[config.mk]
export PLATFORM = sky130hd
export DESIGN_NAME = pilot_notch_and_deemphasis_core
export DESIGN_NICKNAME = d
export VERILOG_FILES = /design/src/rtl/pnd_pkg.sv /design/src/rtl/pnd_ctrl.sv /design/src/rtl/pnd_datapath.sv /design/src/rtl/pilot_notch_and_deemphasis_core.sv
export SDC_FILE = /design/constraint.sdc
export NUM_CORES = 2
export LEC_CHECK = 0
export BUFFER_PORTS_ARGS = -buffer_cell sky130_fd_sc_hd__buf_2
export CAP_MARGIN = 40
export CELL_PAD_IN_SITES_DETAIL_PLACEMENT = 2
export CELL_PAD_IN_SITES_GLOBAL_PLACEMENT = 2
export CORE_MARGIN = 2
export CORE_UTILIZATION = 44
export CTS_CLUSTER_DIAMETER = 60
export DETAILED_ROUTE_END_ITERATION = 8
export HOLD_SLACK_MARGIN = 0.15
export PLACE_DENSITY_LB_ADDON = 0.08
export RECOVER_POWER = 25
export SYNTH_ARGS = -nofsm -noshare
export SYNTH_HDL_FRONTEND = slang
export SYNTH_SLANG_ARGS = --single-unit
export TNS_END_PERCENT = 30
[constraint.sdc]
create_clock -name clk -period 21.9 [get_ports clk]
set_input_delay 3.285 -clock clk [delete_from_list [all_inputs] [get_ports clk]]
set_output_delay 3.285 -clock clk [all_outputs]
set_load 0.02 [all_outputs]
[src/rtl/pnd_pkg.sv]
// Shared constants, codes and control types for the pilot notch and de-emphasis core.
package pnd_pkg;

  localparam int SAMPLE_BITS_DEF = 16;
  localparam int GUARD_BITS      = 4;
  localparam int COEF_BITS       = 18;
  localparam int COEF_FRAC       = 16;
  localparam int ALPHA_BITS      = 16;
  localparam int CFG_INDEX_BITS  = 3;
  localparam int CFG_DATA_BITS   = COEF_BITS;

  typedef enum logic [CFG_INDEX_BITS-1:0] {
    REG_NOTCH_ENABLE = 3'd0,
    REG_ZERO_COEF    = 3'd1,
    REG_POLE_COEF1   = 3'd2,
    REG_POLE_COEF2   = 3'd3,
    REG_DEEMPH_ALPHA = 3'd4
  } reg_index_t;

  typedef enum logic [2:0] {
    MUL_NONE,
    MUL_ZERO,
    MUL_POLE1,
    MUL_POLE2,
    MUL_ALPHA,
    MUL_WEIGHT
  } mul_sel_t;

  typedef enum logic [1:0] {
    ACC_NONE,
    ACC_ADD,
    ACC_SUB,
    ACC_LOAD
  } acc_op_t;

  typedef enum logic [3:0] {
    ST_IDLE,
    ST_MUL_ZERO,
    ST_MUL_POLE1,
    ST_MUL_POLE2,
    ST_NOTCH_ACC,
    ST_NOTCH_RND,
    ST_MUL_ALPHA,
    ST_MUL_WEIGHT,
    ST_DEEMPH_ACC,
    ST_DEEMPH_RND
  } state_t;

  typedef struct packed {
    logic     in_load;
    mul_sel_t mul_sel;
    acc_op_t  acc_op;
    logic     notch_upd;
    logic     level_upd;
  } cmd_t;

  typedef struct packed {
    logic notch_en;
    logic out_busy;
  } status_t;

endpackage

[src/rtl/pnd_ctrl.sv]
// Sequencer that steps the shared multiplier and accumulator through one sample.
module pnd_ctrl (
  input  logic              clk,
  input  logic              rst,
  input  logic              in_valid,
  output logic              in_ready,
  input  pnd_pkg::status_t  status,
  output pnd_pkg::cmd_t     cmd
);

  pnd_pkg::state_t state, state_next;

  always_ff @(posedge clk) begin
    if (rst) begin
      state <= pnd_pkg::ST_IDLE;
    end else begin
      state <= state_next;
    end
  end

  always_comb begin
    state_next    = state;
    in_ready      = 1'b0;
    cmd.in_load   = 1'b0;
    cmd.mul_sel   = pnd_pkg::MUL_NONE;
    cmd.acc_op    = pnd_pkg::ACC_NONE;
    cmd.notch_upd = 1'b0;
    cmd.level_upd = 1'b0;
    unique case (state)
      pnd_pkg::ST_IDLE: begin
        in_ready = 1'b1;
        if (in_valid) begin
          cmd.in_load = 1'b1;
          state_next  = status.notch_en ? pnd_pkg::ST_MUL_ZERO : pnd_pkg::ST_MUL_ALPHA;
        end
      end
      pnd_pkg::ST_MUL_ZERO: begin
        cmd.mul_sel = pnd_pkg::MUL_ZERO;
        state_next  = pnd_pkg::ST_MUL_POLE1;
      end
      pnd_pkg::ST_MUL_POLE1: begin
        cmd.mul_sel = pnd_pkg::MUL_POLE1;
        cmd.acc_op  = pnd_pkg::ACC_ADD;
        state_next  = pnd_pkg::ST_MUL_POLE2;
      end
      pnd_pkg::ST_MUL_POLE2: begin
        cmd.mul_sel = pnd_pkg::MUL_POLE2;
        cmd.acc_op  = pnd_pkg::ACC_SUB;
        state_next  = pnd_pkg::ST_NOTCH_ACC;
      end
      pnd_pkg::ST_NOTCH_ACC: begin
        cmd.acc_op = pnd_pkg::ACC_SUB;
        state_next = pnd_pkg::ST_NOTCH_RND;
      end
      pnd_pkg::ST_NOTCH_RND: begin
        cmd.notch_upd = 1'b1;
        state_next    = pnd_pkg::ST_MUL_ALPHA;
      end
      pnd_pkg::ST_MUL_ALPHA: begin
        cmd.mul_sel = pnd_pkg::MUL_ALPHA;
        state_next  = pnd_pkg::ST_MUL_WEIGHT;
      end
      pnd_pkg::ST_MUL_WEIGHT: begin
        cmd.mul_sel = pnd_pkg::MUL_WEIGHT;
        cmd.acc_op  = pnd_pkg::ACC_LOAD;
        state_next  = pnd_pkg::ST_DEEMPH_ACC;
      end
      pnd_pkg::ST_DEEMPH_ACC: begin
        cmd.acc_op = pnd_pkg::ACC_ADD;
        state_next = pnd_pkg::ST_DEEMPH_RND;
      end
      pnd_pkg::ST_DEEMPH_RND: begin
        if (!status.out_busy) begin
          cmd.level_upd = 1'b1;
          state_next    = pnd_pkg::ST_IDLE;
        end
      end
      default: begin
        state_next = pnd_pkg::ST_IDLE;
      end
    endcase
  end

endmodule

[src/rtl/pnd_datapath.sv]
// Registers, filter state, shared multiplier, accumulator and output register.
module pnd_datapath #(
  parameter int SAMPLE_BITS = pnd_pkg::SAMPLE_BITS_DEF
) (
  input  logic                                   clk,
  input  logic                                   rst,
  input  logic                                   cfg_we,
  input  logic [pnd_pkg::CFG_INDEX_BITS-1:0]     cfg_index,
  input  logic [pnd_pkg::CFG_DATA_BITS-1:0]      cfg_data,
  input  logic signed [SAMPLE_BITS-1:0]          sample_in,
  input  pnd_pkg::cmd_t                          cmd,
  output pnd_pkg::status_t                       status,
  output logic [SAMPLE_BITS-1:0]                 audio,
  output logic                                   out_valid,
  input  logic                                   out_ready
);

  localparam int IB     = SAMPLE_BITS + pnd_pkg::GUARD_BITS;
  localparam int CB     = pnd_pkg::COEF_BITS;
  localparam int PROD_W = CB + IB;
  localparam int ACC_W  = IB + 20;
  localparam int RND_W  = ACC_W - pnd_pkg::COEF_FRAC;

  localparam logic signed [ACC_W-1:0] HALF = ACC_W'(1) <<< (pnd_pkg::COEF_FRAC - 1);
  localparam logic signed [RND_W-1:0] INNER_MAX = RND_W'((64'sd1 <<< (IB - 1)) - 64'sd1);
  localparam logic signed [RND_W-1:0] INNER_MIN = -INNER_MAX - RND_W'(1);
  localparam logic signed [IB-1:0] OUT_MAX = IB'((64'sd1 <<< (SAMPLE_BITS - 1)) - 64'sd1);
  localparam logic signed [IB-1:0] OUT_MIN = -OUT_MAX - IB'(1);
  localparam logic signed [CB-1:0] ALPHA_ONE = CB'(1) <<< pnd_pkg::ALPHA_BITS;

  logic                                notch_enable;
  logic signed [CB-1:0]                zero_coef;
  logic signed [CB-1:0]                pole_coef1;
  logic signed [CB-1:0]                pole_coef2;
  logic [pnd_pkg::ALPHA_BITS-1:0]      alpha;

  logic signed [SAMPLE_BITS-1:0]       x_hold;
  logic signed [SAMPLE_BITS-1:0]       in_prev1;
  logic signed [SAMPLE_BITS-1:0]       in_prev2;
  logic signed [IB-1:0]                out_prev1;
  logic signed [IB-1:0]                out_prev2;
  logic signed [IB-1:0]                level;
  logic signed [IB-1:0]                v_hold;

  logic signed [CB-1:0]                mul_a;
  logic signed [IB-1:0]                mul_b;
  logic signed [PROD_W-1:0]            mul_res;
  logic signed [PROD_W-1:0]            prod;
  logic signed [ACC_W-1:0]             acc;
  logic signed [ACC_W-1:0]             acc_half;
  logic signed [RND_W-1:0]             rnd;
  logic signed [IB-1:0]                sat;
  logic signed [SAMPLE_BITS-1:0]       sat_out;

  always_ff @(posedge clk) begin
    if (rst) begin
      notch_enable <= 1'b0;
      zero_coef    <= '0;
      pole_coef1   <= '0;
      pole_coef2   <= '0;
      alpha        <= '0;
    end else if (cfg_we) begin
      unique case (cfg_index)
        pnd_pkg::REG_NOTCH_ENABLE: notch_enable <= cfg_data[0];
        pnd_pkg::REG_ZERO_COEF:    zero_coef    <= cfg_data;
        pnd_pkg::REG_POLE_COEF1:   pole_coef1   <= cfg_data;
        pnd_pkg::REG_POLE_COEF2:   pole_coef2   <= cfg_data;
        pnd_pkg::REG_DEEMPH_ALPHA: alpha        <= cfg_data[pnd_pkg::ALPHA_BITS-1:0];
        default: ;
      endcase
    end
  end

  always_comb begin
    case (cmd.mul_sel)
      pnd_pkg::MUL_ZERO: begin
        mul_a = zero_coef;
        mul_b = IB'(in_prev1);
      end
      pnd_pkg::MUL_POLE1: begin
        mul_a = pole_coef1;
        mul_b = out_prev1;
      end
      pnd_pkg::MUL_POLE2: begin
        mul_a = pole_coef2;
        mul_b = out_prev2;
      end
      pnd_pkg::MUL_ALPHA: begin
        mul_a = CB'({1'b0, alpha});
        mul_b = level;
      end
      pnd_pkg::MUL_WEIGHT: begin
        mul_a = ALPHA_ONE - CB'({1'b0, alpha});
        mul_b = v_hold;
      end
      default: begin
        mul_a = '0;
        mul_b = '0;
      end
    endcase
  end

  assign mul_res = mul_a * mul_b;

  // round half up at 16 fraction bits, then clamp to the inner width and, for the output, to the sample width
  assign acc_half = acc + HALF;
  assign rnd      = acc_half[ACC_W-1:pnd_pkg::COEF_FRAC];

  always_comb begin
    if (rnd > INNER_MAX) begin
      sat = INNER_MAX[IB-1:0];
    end else if (rnd < INNER_MIN) begin
      sat = INNER_MIN[IB-1:0];
    end else begin
      sat = rnd[IB-1:0];
    end
    if (sat > OUT_MAX) begin
      sat_out = OUT_MAX[SAMPLE_BITS-1:0];
    end else if (sat < OUT_MIN) begin
      sat_out = OUT_MIN[SAMPLE_BITS-1:0];
    end else begin
      sat_out = sat[SAMPLE_BITS-1:0];
    end
  end

  always_ff @(posedge clk) begin
    prod <= mul_res;
    if (cmd.in_load) begin
      x_hold <= sample_in;
      v_hold <= IB'(sample_in);
      acc    <= (ACC_W'(sample_in) + ACC_W'(in_prev2)) <<< pnd_pkg::COEF_FRAC;
    end else begin
      case (cmd.acc_op)
        pnd_pkg::ACC_ADD:  acc <= acc + ACC_W'(prod);
        pnd_pkg::ACC_SUB:  acc <= acc - ACC_W'(prod);
        pnd_pkg::ACC_LOAD: acc <= ACC_W'(prod);
        default: ;
      endcase
      if (cmd.notch_upd) begin
        v_hold <= sat;
      end
    end
    if (cmd.level_upd) begin
      audio <= sat_out;
    end
  end

  always_ff @(posedge clk) begin
    if (rst) begin
      in_prev1  <= '0;
      in_prev2  <= '0;
      out_prev1 <= '0;
      out_prev2 <= '0;
      level     <= '0;
      out_valid <= 1'b0;
    end else begin
      if (cmd.notch_upd) begin
        in_prev2  <= in_prev1;
        in_prev1  <= x_hold;
        out_prev2 <= out_prev1;
        out_prev1 <= sat;
      end
      if (cmd.level_upd) begin
        level     <= sat;
        out_valid <= 1'b1;
      end else if (out_ready) begin
        out_valid <= 1'b0;
      end
    end
  end

  assign status.notch_en = notch_enable;
  assign status.out_busy = out_valid & ~out_ready;

endmodule

[src/rtl/pilot_notch_and_deemphasis_core.sv]
// Top level of the pilot notch and de-emphasis core: stream ports and config port.
// Each input word runs the notch stage (skipped with the notch off), then de-emphasis.
// A new word is taken once the last result is in the output register, which frees the input side
// but waits while m_tvalid is high and m_tready low. The pace comes from the single shared
// multiplier (18-bit coefficients), its product register and a round/saturate state per stage.
// rst (synchronous) clears the config and filter state to zero and empties the output.
module pilot_notch_and_deemphasis_core #(
  parameter int SAMPLE_BITS = pnd_pkg::SAMPLE_BITS_DEF
) (
  input  logic                                clk,
  input  logic                                rst,
  input  logic                                cfg_we,
  input  logic [pnd_pkg::CFG_INDEX_BITS-1:0]  cfg_index,
  input  logic [pnd_pkg::CFG_DATA_BITS-1:0]   cfg_data,
  input  logic                                s_tvalid,
  output logic                                s_tready,
  input  logic [((SAMPLE_BITS+7)/8)*8-1:0]    s_tdata,   // demod_sample
  output logic                                m_tvalid,
  input  logic                                m_tready,
  output logic [((SAMPLE_BITS+7)/8)*8-1:0]    m_tdata    // audio_sample
);

  localparam int TDATA_W = ((SAMPLE_BITS + 7) / 8) * 8;

  pnd_pkg::cmd_t            cmd;
  pnd_pkg::status_t         status;
  logic [SAMPLE_BITS-1:0]   audio;

  pnd_ctrl u_ctrl (
    .clk      (clk),
    .rst      (rst),
    .in_valid (s_tvalid),
    .in_ready (s_tready),
    .status   (status),
    .cmd      (cmd)
  );

  pnd_datapath #(
    .SAMPLE_BITS (SAMPLE_BITS)
  ) u_datapath (
    .clk       (clk),
    .rst       (rst),
    .cfg_we    (cfg_we),
    .cfg_index (cfg_index),
    .cfg_data  (cfg_data),
    .sample_in (s_tdata[SAMPLE_BITS-1:0]),
    .cmd       (cmd),
    .status    (status),
    .audio     (audio),
    .out_valid (m_tvalid),
    .out_ready (m_tready)
  );

  assign m_tdata = TDATA_W'(audio);

endmodule
==> reports/metrics.cfg <==
[outcome]
outcome = finished with violations
violations = max-capacitance violations, max-slew violations

[synth]
ys_top_cells_by_area = sky130_fd_sc_hd__fa_1 (25%), sky130_fd_sc_hd__dfxtp_1 (15%), sky130_fd_sc_hd__edfxtp_1 (7.9%)
async_flop_share = 0
post_synth_instance_area_um2 = 28800
synth_edf_count = 76
synthCells = 3421
yosysMostFrequentCell = sky130_fd_sc_hd__nand2_1
syn_area_per_cell_um2 = 8.43
synth_sequential_area_ratio = 0.233
mappedNetlistNets = 3981
synthTopCellsByCount = sky130_fd_sc_hd__nand2_1 (574), sky130_fd_sc_hd__inv_1 (492), sky130_fd_sc_hd__fa_1 (363)
number_of_synthesized_register_bits = 298
synth-main-ff-cell = sky130_fd_sc_hd__dfxtp_1
synth_largest_type_area_fraction = 0.252
ys_types = 82
synth.largest_area_cell = sky130_fd_sc_hd__fa_1
ys_warn_count = 0

[detailed_routing]
detail_route.first_pass.iterations = 7
route.detailed.vias_per_inst = 5.87
detailroute.via_count = 25300
residual_drc_count = 0
total_routed_length_um = 117000
detail_route.iter0.violations = 1666
antenna_violating_nets_post_route = 0
detail_route.wl_per_cell_um = 27.3

[setup_path]
setup.worst_path.class = flip-flop to flip-flop
crit_path_end_kind = flip-flop
rrSetupSlack_ps = 10610
cp.arrival_ps = 11720
required_ps = 22330
startpoint_type = flip-flop
crit_fanout = 25

[sta]
finalWorstSetupSlack_ps = 10610
maxSlewHeadroom = -1.56
maxClockFrequency_ghz = 0.0886
timing.setup.tns_ps = 0
min_period_ps = 11290
timing.final.crit_share = 0.516
timing.final.max_slew_violations = 189
fin_skew_ps = 50.3
setup_viol = 0
holdWs_ps = 457
finalHoldViolations = 0
setup_repair_after_global_routing_missed_its_margin = false
timing_worst_slew_pin_value_ps = 3840

[clock_tree]
cts_hold_buffers = 0
tritoncts = yes
cts_buffer_depth = 3
cts.root.buffer_cell = sky130_fd_sc_hd__clkbuf_16
clk_pin_slew_ps = 60
cts_sinks = 298
number_of_buffers_added_by_the_clock_tree_synthesis_step = 41
clock_latency_ps = 610
post_cts_resized = 0
cts-htree-levels = 2
cts_setup_buffers = 0

[layout]
flow.area_growth_from_synthesis_pct = 9.36
layout.area.seq_um2 = 6730
drive_above_1_share = 0.0611
area_occupied_by_multi_input_gates_um2 = 19600
total_nets_final = 3980
layout.core_utilization = 0.489
final.fill_count = 7107

[power]
pwr_density_cell_nw_per_um2 = 101
design_power_total_mw = 3.20
power.static_leakage_nw = 13.8
peakVddDrop_v = 0.0000745

[floorplanning]
die_w_um = 260
top_level_ports = 60
fp.dieH_um = 260
area_of_the_core_region_um2 = 64600
die_area_um2 = 67600
floorplan.initialDensity = 0.447
core.rowCount = 93

[global_routing]
number_of_antenna_violations_at_the_first_check_in_global_routing = 1
pin_count_of_the_biggest_net_entering_global_routing = 75
grt_first_pass_wirelength_um = 179000
grt_remaining_overflow = 0
grtUsageTotal = 0.352
first_global_vias = 29600

[run]
drv_cap = 5

[place]
detailed_place_hpwl_um = 88400
place_worst_setup_slack_ps = 12080
routability_driven_placement_congestion_ratio = 0.868
port_buffers = 59

[worst_hold_path]
hold_path.class = flip-flop to flip-flop

[worst paths after layout]
check                       startpoint                   endpoint  cells past startpoint
max                    u_ctrl.state[0]        u_datapath.prod[31]                     26
min reg2reg  u_datapath.pole_coef1[13]  u_datapath.pole_coef1[13]                      2
max reg2reg            u_ctrl.state[0]        u_datapath.prod[31]                     26
min          u_datapath.pole_coef1[13]  u_datapath.pole_coef1[13]                      2
[state kept, by name, indices dropped and copies added, names as in the netlist]
signal and cells:
u_datapath.level 20, u_datapath.out_prev1 20, u_ctrl.state 4, u_datapath.alpha 16
u_datapath.in_prev2 16, u_datapath.audio 16, u_datapath.out_valid 1, u_datapath.notch_enable 1
u_datapath.zero_coef 18, u_datapath.pole_coef2 18, u_datapath.prod 38, u_datapath.acc 40
u_datapath.x_hold 16, u_datapath.in_prev1 16, u_datapath.v_hold 20, u_datapath.out_prev2 20
u_datapath.pole_coef1 18
[cells in the final DEF (no fill, tap or decap), types with 11 or more instances in the layout]
master | netlist | final
sky130_fd_sc_hd__o21bai_1 | 11 | 11
sky130_fd_sc_hd__and2_1 | 35 | 35
sky130_fd_sc_hd__and3_1 | 18 | 18
sky130_fd_sc_hd__nor2b_1 | 22 | 21
sky130_fd_sc_hd__clkbuf_1 | 144 | 32
sky130_fd_sc_hd__a22oi_1 | 34 | 34
sky130_fd_sc_hd__and4_1 | 22 | 22
sky130_fd_sc_hd__clkbuf_16 | 0 | 42
sky130_fd_sc_hd__nand2_1 | 574 | 574
sky130_fd_sc_hd__nor3_1 | 48 | 46
sky130_fd_sc_hd__a222oi_1 | 12 | 12
sky130_fd_sc_hd__edfxtp_1 | 76 | 76
sky130_fd_sc_hd__buf_4 | 2 | 30
sky130_fd_sc_hd__nand2b_1 | 28 | 28
sky130_fd_sc_hd__xnor2_1 | 79 | 79
sky130_fd_sc_hd__inv_1 | 492 | 492
sky130_fd_sc_hd__nand3_1 | 46 | 45
sky130_fd_sc_hd__buf_2 | 2 | 41
sky130_fd_sc_hd__a21oi_1 | 239 | 236
sky130_fd_sc_hd__xor2_1 | 70 | 70
sky130_fd_sc_hd__o31ai_1 | 17 | 17
sky130_fd_sc_hd__o21ai_1 | 17 | 26
sky130_fd_sc_hd__fa_1 | 363 | 363
sky130_fd_sc_hd__buf_8 | 0 | 14
sky130_fd_sc_hd__a21o_1 | 40 | 40
sky130_fd_sc_hd__nor2_1 | 330 | 327
sky130_fd_sc_hd__dfxtp_1 | 222 | 222
sky130_fd_sc_hd__a211oi_1 | 17 | 21
sky130_fd_sc_hd__nand4_1 | 29 | 29
sky130_fd_sc_hd__ha_1 | 155 | 155
sky130_fd_sc_hd__o21a_1 | 20 | 20
sky130_fd_sc_hd__o21ai_0 | 89 | 80
[where the power goes]
| part | internal, mW | switching (mW) | total, mW |
|---|---|---|---|
| clock network | 0.409 | 0.290 | 0.699 |
| registers | 0.714 | 0.109 | 0.822 |
| logic | 0.570 | 1.11 | 1.68 |
| total | 1.69 | 1.51 | 3.20 |
[per-stage QoR]
step                      cell area [um^2]  std cells
after global routing                 31500       4308
after detailed placement             30300       4232
final                                31500       4309
after CTS                            31700       4308
after floorplan                      28800       3421
after global placement               29900       4202
[cells by family after synthesis]
| family | after synthesis | synth area share |
|---|---|---|
| AND/OR/NAND/NOR | 1207 | 0.184 |
| buffers and inverters | 657 | 0.0864 |
| AO/OA/AOI/OAI | 584 | 0.129 |
| adder cells (fa/ha/maj) | 518 | 0.319 |
| flip-flops | 298 | 0.233 |
| XOR/XNOR | 149 | 0.0452 |
| multiplexers | 8 | 0.00282 |
[layer usage]
layer / up-vias / GRT usage / routed length [um]
met5: - / 0 / 0
met1: 13200 / 0.416 / 45500
met2: 765 / 0.634 / 59800
li1: 11000 / - / -
met3: 298 / 0.0458 / 6310
met4: 0 / 0.162 / 5780
[critical path, cell delays in order (launching register included)]
cell and delay, ps:
sky130_fd_sc_hd__dfxtp_1 830, sky130_fd_sc_hd__nand2b_1 370, sky130_fd_sc_hd__nor3_1 1200, sky130_fd_sc_hd__clkbuf_1 1180
sky130_fd_sc_hd__a222oi_1 440, sky130_fd_sc_hd__o21a_1 490, sky130_fd_sc_hd__nor2_1 300, sky130_fd_sc_hd__fa_1 420
sky130_fd_sc_hd__inv_1 170, sky130_fd_sc_hd__fa_1 550, sky130_fd_sc_hd__fa_1 550, sky130_fd_sc_hd__inv_1 60
sky130_fd_sc_hd__fa_1 490, sky130_fd_sc_hd__fa_1 580, sky130_fd_sc_hd__inv_1 70, sky130_fd_sc_hd__fa_1 550
sky130_fd_sc_hd__inv_1 50, sky130_fd_sc_hd__ha_1 400, sky130_fd_sc_hd__o21a_1 170, sky130_fd_sc_hd__o21ai_0 110
sky130_fd_sc_hd__a211oi_1 690, sky130_fd_sc_hd__o21ai_1 210, sky130_fd_sc_hd__a21boi_1 370, sky130_fd_sc_hd__a41oi_1 230
sky130_fd_sc_hd__nor2b_1 170, sky130_fd_sc_hd__o21ai_0 90, sky130_fd_sc_hd__a21boi_0 360
[cell type report]
type,count,area share
tap,855,0.0339
multi-input combinational,2466,0.622
clock buffer,56,0.0366
inverter,493,0.0587
sequential,298,0.213
timing repair buffer,120,0.0281
clock inverter,20,0.00742
antenna,1,0.0000793
No activity file was read; power rests on OpenSTA's default activity.
